File: src/rtl/swmv_pkg.sv
`timescale 1ns / 1ps
`default_nettype none
// ----------------------------------------------------------------------------
// swmv_pkg: shared types and constants for the sliding window statistics block
// Field widths, window limits and the command/status bundles between the
// controller and the datapath.
// ----------------------------------------------------------------------------
package swmv_pkg;

	// window geometry
	localparam int WINDOW_MAX = 64;
	localparam int RING_AW    = $clog2(WINDOW_MAX);

	// field widths
	localparam int SAMPLE_W = 24;
	localparam int LEN_W    = 7;
	localparam int VAR_W    = 48;

	// running sums and the division datapath
	localparam int SUM_W     = 30;
	localparam int SQ_W      = 54;
	localparam int PROD_W    = 2 * SAMPLE_W;
	localparam int NUM_W     = 2 * SUM_W;
	localparam int DEN_W     = 2 * LEN_W;
	localparam int DIV_STEPS = NUM_W;
	localparam int CNT_W     = $clog2(DIV_STEPS);

	// window length register limits
	localparam logic [LEN_W-1:0] LEN_MIN   = LEN_W'(2);
	localparam logic [LEN_W-1:0] LEN_MAX   = LEN_W'(WINDOW_MAX);
	localparam logic [LEN_W-1:0] LEN_RESET = LEN_W'(8);

	// controller to datapath commands
	typedef struct packed {
		logic accept;
		logic square_old;
		logic accumulate;
		logic multiply;
		logic load_div;
		logic div_step;
		logic load_out;
	} swmv_cmd_t;

	// datapath to controller status
	typedef struct packed {
		logic div_last;
	} swmv_status_t;

endpackage
`default_nettype wire

File: src/rtl/swmv_ctrl.sv
`timescale 1ns / 1ps
`default_nettype none
// ----------------------------------------------------------------------------
// swmv_ctrl: sequencer for one item
// Steps the datapath through ring access, sum update, products and the
// bit-serial division, then hands the result to the output register.
// ----------------------------------------------------------------------------
module swmv_ctrl
	import swmv_pkg::*;
(
	input  wire          clk,
	input  wire          arst_n,
	input  wire          in_valid,
	output logic         in_ready,
	output logic         out_valid,
	input  wire          out_ready,
	output swmv_cmd_t    cmd,
	input  swmv_status_t status
);

	typedef enum logic [2:0] {
		S_IDLE,
		S_SQR,
		S_ACC,
		S_MUL,
		S_LOAD,
		S_DIV,
		S_DONE
	} state_t;

	state_t state_q;
	logic   out_valid_q;
	logic   out_free;

	assign out_free  = !out_valid_q || out_ready;
	assign in_ready  = (state_q == S_IDLE);
	assign out_valid = out_valid_q;

	// decode commands from the state
	always_comb begin
		cmd            = '0;
		cmd.accept     = (state_q == S_IDLE) && in_valid;
		cmd.square_old = (state_q == S_SQR);
		cmd.accumulate = (state_q == S_ACC);
		cmd.multiply   = (state_q == S_MUL);
		cmd.load_div   = (state_q == S_LOAD);
		cmd.div_step   = (state_q == S_DIV);
		cmd.load_out   = (state_q == S_DONE) && out_free;
	end

	// advance through the item and hold the result valid flag
	always_ff @(posedge clk or negedge arst_n) begin
		if (!arst_n) begin
			state_q     <= S_IDLE;
			out_valid_q <= 1'b0;
		end else begin
			if (cmd.load_out) begin
				out_valid_q <= 1'b1;
			end else if (out_ready) begin
				out_valid_q <= 1'b0;
			end
			case (state_q)
				S_IDLE: begin
					if (in_valid) begin
						state_q <= S_SQR;
					end
				end
				S_SQR:  state_q <= S_ACC;
				S_ACC:  state_q <= S_MUL;
				S_MUL:  state_q <= S_LOAD;
				S_LOAD: state_q <= S_DIV;
				S_DIV: begin
					if (status.div_last) begin
						state_q <= S_DONE;
					end
				end
				S_DONE: begin
					if (out_free) begin
						state_q <= S_IDLE;
					end
				end
				default: state_q <= S_IDLE;
			endcase
		end
	end

`ifndef NO_ASSERTIONS
	a_load_into_free: assert property (@(posedge clk) disable iff (!arst_n)
		cmd.load_out |-> (!out_valid_q || out_ready))
		else $error("result loaded over an untaken result");

	a_busy_after_accept: assert property (@(posedge clk) disable iff (!arst_n)
		(in_valid && in_ready) |=> !in_ready)
		else $error("new item taken while one is in progress");
`endif

endmodule
`default_nettype wire

File: config.mk
export PLATFORM = sky130hd
export DESIGN_NAME = swmv_ctrl
export DESIGN_NICKNAME = d
export VERILOG_FILES = /design/src/rtl/swmv_pkg.sv /design/src/rtl/swmv_ctrl.sv
export SDC_FILE = /design/constraint.sdc
export NUM_CORES = 1
export LEC_CHECK = 0
export BUFFER_PORTS_ARGS = -buffer_cell sky130_fd_sc_hd__buf_2
export CORE_AREA = 2 2 39 41
export CTS_BUF_LIST = sky130_fd_sc_hd__clkbuf_8
export DETAILED_ROUTE_END_ITERATION = 8
export DIE_AREA = 0 0 41 43
export SYNTH_ARGS = -nofsm -noshare
export SYNTH_HDL_FRONTEND = slang
export SYNTH_SLANG_ARGS = --single-unit
File: constraint.sdc
create_clock -name clk -period 0.95 [get_ports clk]
set_input_delay 0.095 -clock clk [delete_from_list [all_inputs] [get_ports clk]]
set_output_delay 0.095 -clock clk [all_outputs]
set_load 0.01 [all_outputs]
Word-level counts from Yosys, hierarchy flattened
Cells that the tools add are included.

Output and inout port bits: 9. Word-level logic and storage cells: 24. Bits of input ports: 5. Register bits: 4.

Equal/unequal tests: 9. Reductions and logical operators: 7. Muxes and demuxes: 6.

Operators by type and width (count): 3-bit one-hot mux with 7 select lines (1); 3-bit == test (second input constant) (3); 3-bit 2-to-1 mux (3); 3-bit by 2-bit == test with 1-bit output (second input constant) (2); 2-bit inequality test (second input constant) (2); 3-bit by 1-bit == test with 1-bit output (second input constant) (1); 3-bit zero test (1); 3-bit AND reduction (1); 1-bit logical AND (2); 1-bit 2-to-1 mux (2); 2-bit by 1-bit inequality test with 1-bit output (second input constant) (1); 2-bit nonzero test (1); 1-bit zero test (1); 1-bit logical OR (1).

Logic depth before layout (Yosys ltp)
Gate-level depths: netlist of the first run.

Depth in word-level cells: 4. Gate-level depth with buffers: 4. Gate-level depth less buffers: 3.

Least setup slack after synthesis of the first run
OpenSTA, ideal clock, no wires.

Path kind: register -> output. Start: reg state_q[0]. End: out cmd[6] (netlist bit). Stages on the path, launching flop included: 3. Data required time: 0.855 ns. Path slack: -0.153 ns. Arrival time: 1.008 ns. Cell sequence: dfrtp_1 nor3_1 and2_1.

RTL lines: from (decl) (RTL line swmv_ctrl.sv:31) `state_t state_q;`; from (signal assigned) (RTL line swmv_ctrl.sv:54) `state_q <= S_IDLE;`; from (signal assigned) (RTL line swmv_ctrl.sv:65) `state_q <= S_SQR;`; from (signal assigned) (RTL line swmv_ctrl.sv:68) `S_SQR: state_q <= S_ACC;`; to (decl) (RTL line swmv_ctrl.sv:17) `output swmv_cmd_t cmd,`.

==> results.py, run 1 <==
metrics = {
    "floorplanning": {
        "design.portCount": 14,
        "core_area_um2": 1384,
        "fp.dieW_um": 41,
        "die_area_um2": 1763,
        "die_y_um": 43,
        "rows": 14,
        "initial_core_util": 0.1772,
    },
    "route": {
        "viasPerCell": 4.172,
        "ant_nets": 0,
        "wire_per_inst_um": 9.750,
        "drt-initial-drc-count": 5,
        "dr_total_vias": 267,
        "drtPass1Iterations": 3,
        "drc": 0,
        "finalWirelength_um": 624,
    },
    "synth": {
        "synth_cells": 25,
        "ys_warn_count": 0,
        "seq_area_frac_synth": 0.4082,
        "synth_top_area_share": 0.4082,
        "synth_area_leaders": "dfrtp_1, nand2b_2, nor3_1, and3_2, and3_4",
        "syn_nets": 30,
        "syn_area_um2": 245.2,
        "syn_avg_cell_area_um2": 9.809,
        "synth_cell_types": 17,
        "synth_top_area_cell": "dfrtp_1",
        "ys_seq_elements": 4,
    },
    "timing": {
        "slew_violations": 0,
        "fin_hold_ws_ps": 172.2,
        "finClkSkew_ps": 1.200,
        "max_slew_margin": 0.8578,
        "fmax_ghz": 0.8152,
        "worst_pin_slew_ps": 213.2,
        "rsz0062_at_grt": "yes",
        "final_hold_viol_count": 0,
        "min_period_ps": 1227,
        "setup_ws_ps": -276.7,
        "setup_viol": 11,
        "finalCritPeriodShare": 1.291,
    },
    "min_path": {
        "hold_path_class": "primary input to flop",
    },
    "clocking": {
        "htreeDepth": 1,
        "numCtsBuffers": 3,
        "root_buffer": "clkbuf_8",
        "insertion_delay_ps": 220,
        "cts_tree": "yes",
        "clock-sinks": 4,
        "clockBufferDepth": 2,
        "clk_pin_slew_ps": 30,
    },
    "layout": {
        "fin_util": 0.3336,
        "layout_common_cells": "buf_2, buf_4, clkbuf_8, dfrtp_2",
        "n_antenna_cell": 0,
        "layout_commonest_cell": "buf_2",
        "drive_above_1_share": 0.7292,
        "final_nets": 54,
        "area_growth_pct": 88.27,
    },
    "job": {
        "max-cap-violations": 0,
    },
    "power_and_ir_drop": {
        "power_uw": 1630,
        "ir_drop_mv": 1.481,
        "power_density_nw_per_um2": 3530,
        "p_leak_uw": 0.0002367,
    },
    "global_routing": {
        "antenna_found_initial": 0,
        "track_usage": 0.09658,
        "grt_pass1_vias": 261,
        "grt_max_degree": 9,
        "overflow": 0,
        "grt_first_pass_wirelength_mm": 1.048,
    },
    "setup_path": {
        "worstPathRequired_ps": 850,
        "cp_data_arrival_time_ps": 1130,
        "worst_setup_path_end_kind": "output port",
        "crit_path_start_kind": "flop",
        "ff2ff_setup_slack_ps": -70,
        "path_max_fanout": 5,
        "crit_type": "flop to output port",
    },
    "status": {
        "violations": "setup timing",
        "outcome": "finished, violations left",
    },
    "placed_design": {
        "dp_hpwl_um": 443.5,
        "place_congestion": 0.6756,
        "preCtsSetupSlack_ps": -133.2,
        "port-buffer-count": 13,
    },
}
-- worst max-delay path, stage by stage (launching register included) --
cell and delay [ps]:
dfrtp_2 460, nor3_4 190, and2_1 140, buf_2 120
-- final cells by class --
class,count,area (µm²)
clock buffer,3,41.29
clock inverter,1,3.754
multi-input combinational,18,152.6
fill,141,922.1
timing repair buffer,20,130.1
tap,16,20.02
sequential,4,103.9
inverter,2,10.01
-- layer usage --
| metal | global-route usage | share of wire |
|---|---|---|
| met1 | 0.1003 | 0.45 |
| met2 | 0.1281 | 0.45 |
| met3 | 0.06283 | 0.074 |
| met4 | 0.08000 | 0.019 |
| met5 | 0 | 0 |
-- cells in the mapped netlist --
cell type  number
a21o_1          1
a21oi_2         1
a221oi_1        1
a31o_1          1
and2_1          1
and3_2          2
and3_4          1
buf_6           1
dfrtp_1         4
inv_1           1
inv_2           1
nand2b_1        1
nand2b_2        2
nor2_1          1
nor3_1          3
nor3b_1         1
o21ai_0         2
-- kinds of logic after synthesis --
| logic type | synth area share |
|---|---|
| buf+inv | 0.07650 |
| flops | 0.4082 |
| compound gates | 0.1786 |
| simple gates | 0.3367 |
-- sequential cells by signal, indices dropped and copies added (netlist names) --
name	count
state_q	3
out_valid	1
-- repair_timing --
item | 4_1_cts | 5_1_grt
setup buffers | 3 | 1
endpoints found under the hold margin | 4 | 0
hold buffers | 1 | 0
endpoints found under the setup margin | 11 | 11
gates resized for setup | 5 | 1
pin swaps | 4 | 1
-- through the flow --
step / cells / setup TNS (ps) / cell area (µm²)
final: 64 / -1960 / 461.7
after CTS: 63 / -1961 / 451.7
after floorplan: 25 / -43.54 / 267.8
after global routing: 64 / -2600 / 461.7
after detailed placement: 55 / -856.4 / 356.6
after global placement: 55 / -792.7 / 356.6
-- path summary, 6_finish.rpt --
check / from / depth (start not counted) / end
max in group asynchronous: arst_n / 2 / state_q[0]$_DFFE_PN0P_
min reg2reg: out_valid$_DFFE_PN0P_ / 2 / out_valid$_DFFE_PN0P_
min in group asynchronous: arst_n / 2 / out_valid$_DFFE_PN0P_
min: status / 3 / state_q[0]$_DFFE_PN0P_
max reg2reg: state_q[1]$_DFFE_PN0P_ / 4 / state_q[1]$_DFFE_PN0P_
max: state_q[2]$_DFFE_PN0P_ / 3 / cmd[6]
-- power by group --
group          internal (µW)  switching, µW  leakage, µW
combinational            482            344     0.000163
clock                    277            102    0.0000269
sequential               262            163    0.0000471
Power figures use the tool's default switching activity.
==> inputs of run 2 (changes only) <==
--- a/config.mk
+++ b/config.mk
@@ -13,3 +13,4 @@
 export SYNTH_ARGS = -nofsm -noshare
 export SYNTH_HDL_FRONTEND = slang
 export SYNTH_SLANG_ARGS = --single-unit
+export TNS_END_PERCENT = 10
==> run 2 against run 1 <==
  * The run still ends with setup timing left
  * Global-route usage unchanged
  * Clock skew barely moved
  * Critical path type unchanged
  * Sequential share of layout area grew 0.12 points
  * Cell count is the same
  * Combinational power shrank 0.5%
  * Die area is the same
  * Clock-buffer cell count unchanged
  * Routed wire length is 4.0% lower
==> results.py, run 2 (synthesis results as in run 1) <==
metrics = {
    "layout": {
        "layout_common_cells": "buf_2, buf_4, clkbuf_8, dfrtp_2",
        "fillCellCount": 140,
        "top_register": "state_q",
        "area_growth_pct": 87.24,
        "final_nets": 54,
        "layout_commonest_cell": "buf_2",
        "multi_input_area_um2": 152.6,
        "largest_reg_flops": 3,
        "drive_above_1_share": 0.7292,
        "n_antenna_cell": 0,
        "seq_area_um2": 103.9,
    },
    "route": {
        "drtPass1Iterations": 2,
        "finalWirelength_um": 599,
        "drc": 0,
        "drt-initial-drc-count": 2,
        "viasPerCell": 4.156,
        "ant_nets": 0,
        "dr_total_vias": 266,
        "wire_per_inst_um": 9.359,
    },
    "setup_path": {
        "crit_path_top_delay_cell": "dfrtp_2",
        "crit_type": "flop to output port",
        "worst_setup_path_end_kind": "output port",
        "cp_slowest_stage_delay_ps": 450,
        "crit_path_start_kind": "flop",
        "worstPathRequired_ps": 850,
        "crit_chain": "nor3_4, and2_1, buf_2",
        "cp_data_arrival_time_ps": 1110,
        "path_max_fanout": 5,
    },
    "timing": {
        "worst_pin_slew_ps": 213.2,
        "finalCritPeriodShare": 1.270,
        "max_slew_margin": 0.8578,
        "final_hold_viol_count": 0,
        "setup_tns_ps": -1867,
        "min_period_ps": 1206,
        "fmax_ghz": 0.8290,
        "finClkSkew_ps": 0.8598,
        "slew_violations": 0,
        "setup_viol": 11,
        "setup_ws_ps": -256.3,
        "rsz0062_at_grt": "yes",
    },
    "status": {
        "violations": "setup timing",
        "outcome": "finished, violations left",
    },
    "global_routing": {
        "grt_max_degree": 9,
        "overflow": 0,
        "grt_first_pass_wirelength_mm": 1.048,
        "antenna_found_initial": 0,
        "grt_pass1_vias": 261,
        "track_usage": 0.09658,
    },
    "clocking": {
        "cts_tree": "yes",
        "clk_pin_slew_ps": 30,
        "htreeDepth": 1,
        "clock-sinks": 4,
        "clockBufferDepth": 2,
        "insertion_delay_ps": 220,
        "root_buffer": "clkbuf_8",
        "numCtsBuffers": 3,
    },
    "power_and_ir_drop": {
        "power_density_nw_per_um2": 3513,
        "clock_power_share": 0.231,
        "ir_drop_mv": 1.481,
        "p_switching_uw": 596.0,
        "power_uw": 1613,
        "swShare": 0.3695,
        "seqPwrFrac": 0.258,
        "p_leak_uw": 0.0002361,
        "power_frac_comb": 0.510,
        "intPower_uw": 1017,
    },
    "job": {
        "max-cap-violations": 0,
    },
    "placed_design": {
        "port-buffer-count": 13,
        "dp_hpwl_um": 443.5,
        "preCtsSetupSlack_ps": -133.2,
        "place_congestion": 0.6756,
    },
    "floorplanning": {
        "fp.dieW_um": 41,
        "die_area_um2": 1763,
        "die_y_um": 43,
        "design.portCount": 14,
        "initial_core_util": 0.1772,
        "core_area_um2": 1384,
        "rows": 14,
    },
    "min_path": {
        "hold_path_class": "primary input to flop",
    },
}
-- run 2: power by group through the flow --
| stage | sequential [µW] | combinational, µW | clock, µW |
|---|---|---|---|
| CTS | 415 | 806 | 390 |
| floorplan | 377 | 473 | 0 |
| global placement | 428 | 644 | 0 |
| detailed placement | 431 | 645 | 0 |
| finish | 417 | 823 | 373 |
| global route | 439 | 912 | 402 |
-- run 2: metrics by stage --
stage / instances / hold WS [ps] / util / cell area (µm²)
6_report: 64 / 172.8 / 0.3318 / 459.2
4_1_cts: 63 / 171.2 / 0.3264 / 451.7
5_1_grt: 64 / 206.4 / 0.3318 / 459.2
2_1_floorplan: 25 / -200.6 / - / 267.8
3_5_place_dp: 55 / -97.18 / 0.2577 / 356.6
3_3_place_gp: 55 / -95.99 / 0.2577 / 356.6
-- run 2: critical path, delay by kind of cell (launching register included) --
| family | cells | cell delay [ps] |
|---|---|---|
| flops | 1 | 450 |
| simple gates | 2 | 330 |
| buf+inv | 1 | 120 |
-- run 2: layer usage --
layer	up-vias	global-route usage	share of wire
met4	0	0.08000	0.020
met2	12	0.1281	0.46
met1	115	0.1003	0.44
li1	137	-	-
met5	-	0	0
met3	2	0.06283	0.077
-- run 2: repair_timing --
| item | in CTS | in global routing |
|---|---|---|
| pin swaps | 4 | 1 |
| setup endpoints to repair | 11 | 11 |
| hold buffers | 1 | 0 |
| buffers inserted | 3 | 1 |
| hold endpoints to repair | 4 | 0 |
| resized for setup | 5 | 0 |
-- run 2: worst paths after layout --
path / from / to / slack (ps) / cells after the start
setup / recovery: state_q[2]$_DFFE_PN0P_ / cmd[6] / -260 / 3
hold / removal: status / state_q[0]$_DFFE_PN0P_ / 170 / 3
setup reg to reg: state_q[1]$_DFFE_PN0P_ / state_q[1]$_DFFE_PN0P_ / -70 / 4
hold reg to reg: out_valid$_DFFE_PN0P_ / out_valid$_DFFE_PN0P_ / 570 / 2
max in group asynchronous: arst_n / state_q[2]$_DFFE_PN0P_ / 620 / 2
min in group asynchronous: arst_n / state_q[1]$_DFFE_PN0P_ / 200 / 2
-- run 2: layout make-up --
cell class,instances,share of cell area
Sequential cell,4,0.2262
Clock inverter,1,0.008174
Clock buffer,3,0.08992
Timing Repair Buffer,20,0.2834
Tap cell,16,0.04360
Multi-Input combinational cell,18,0.3324
Inverter,2,0.01635
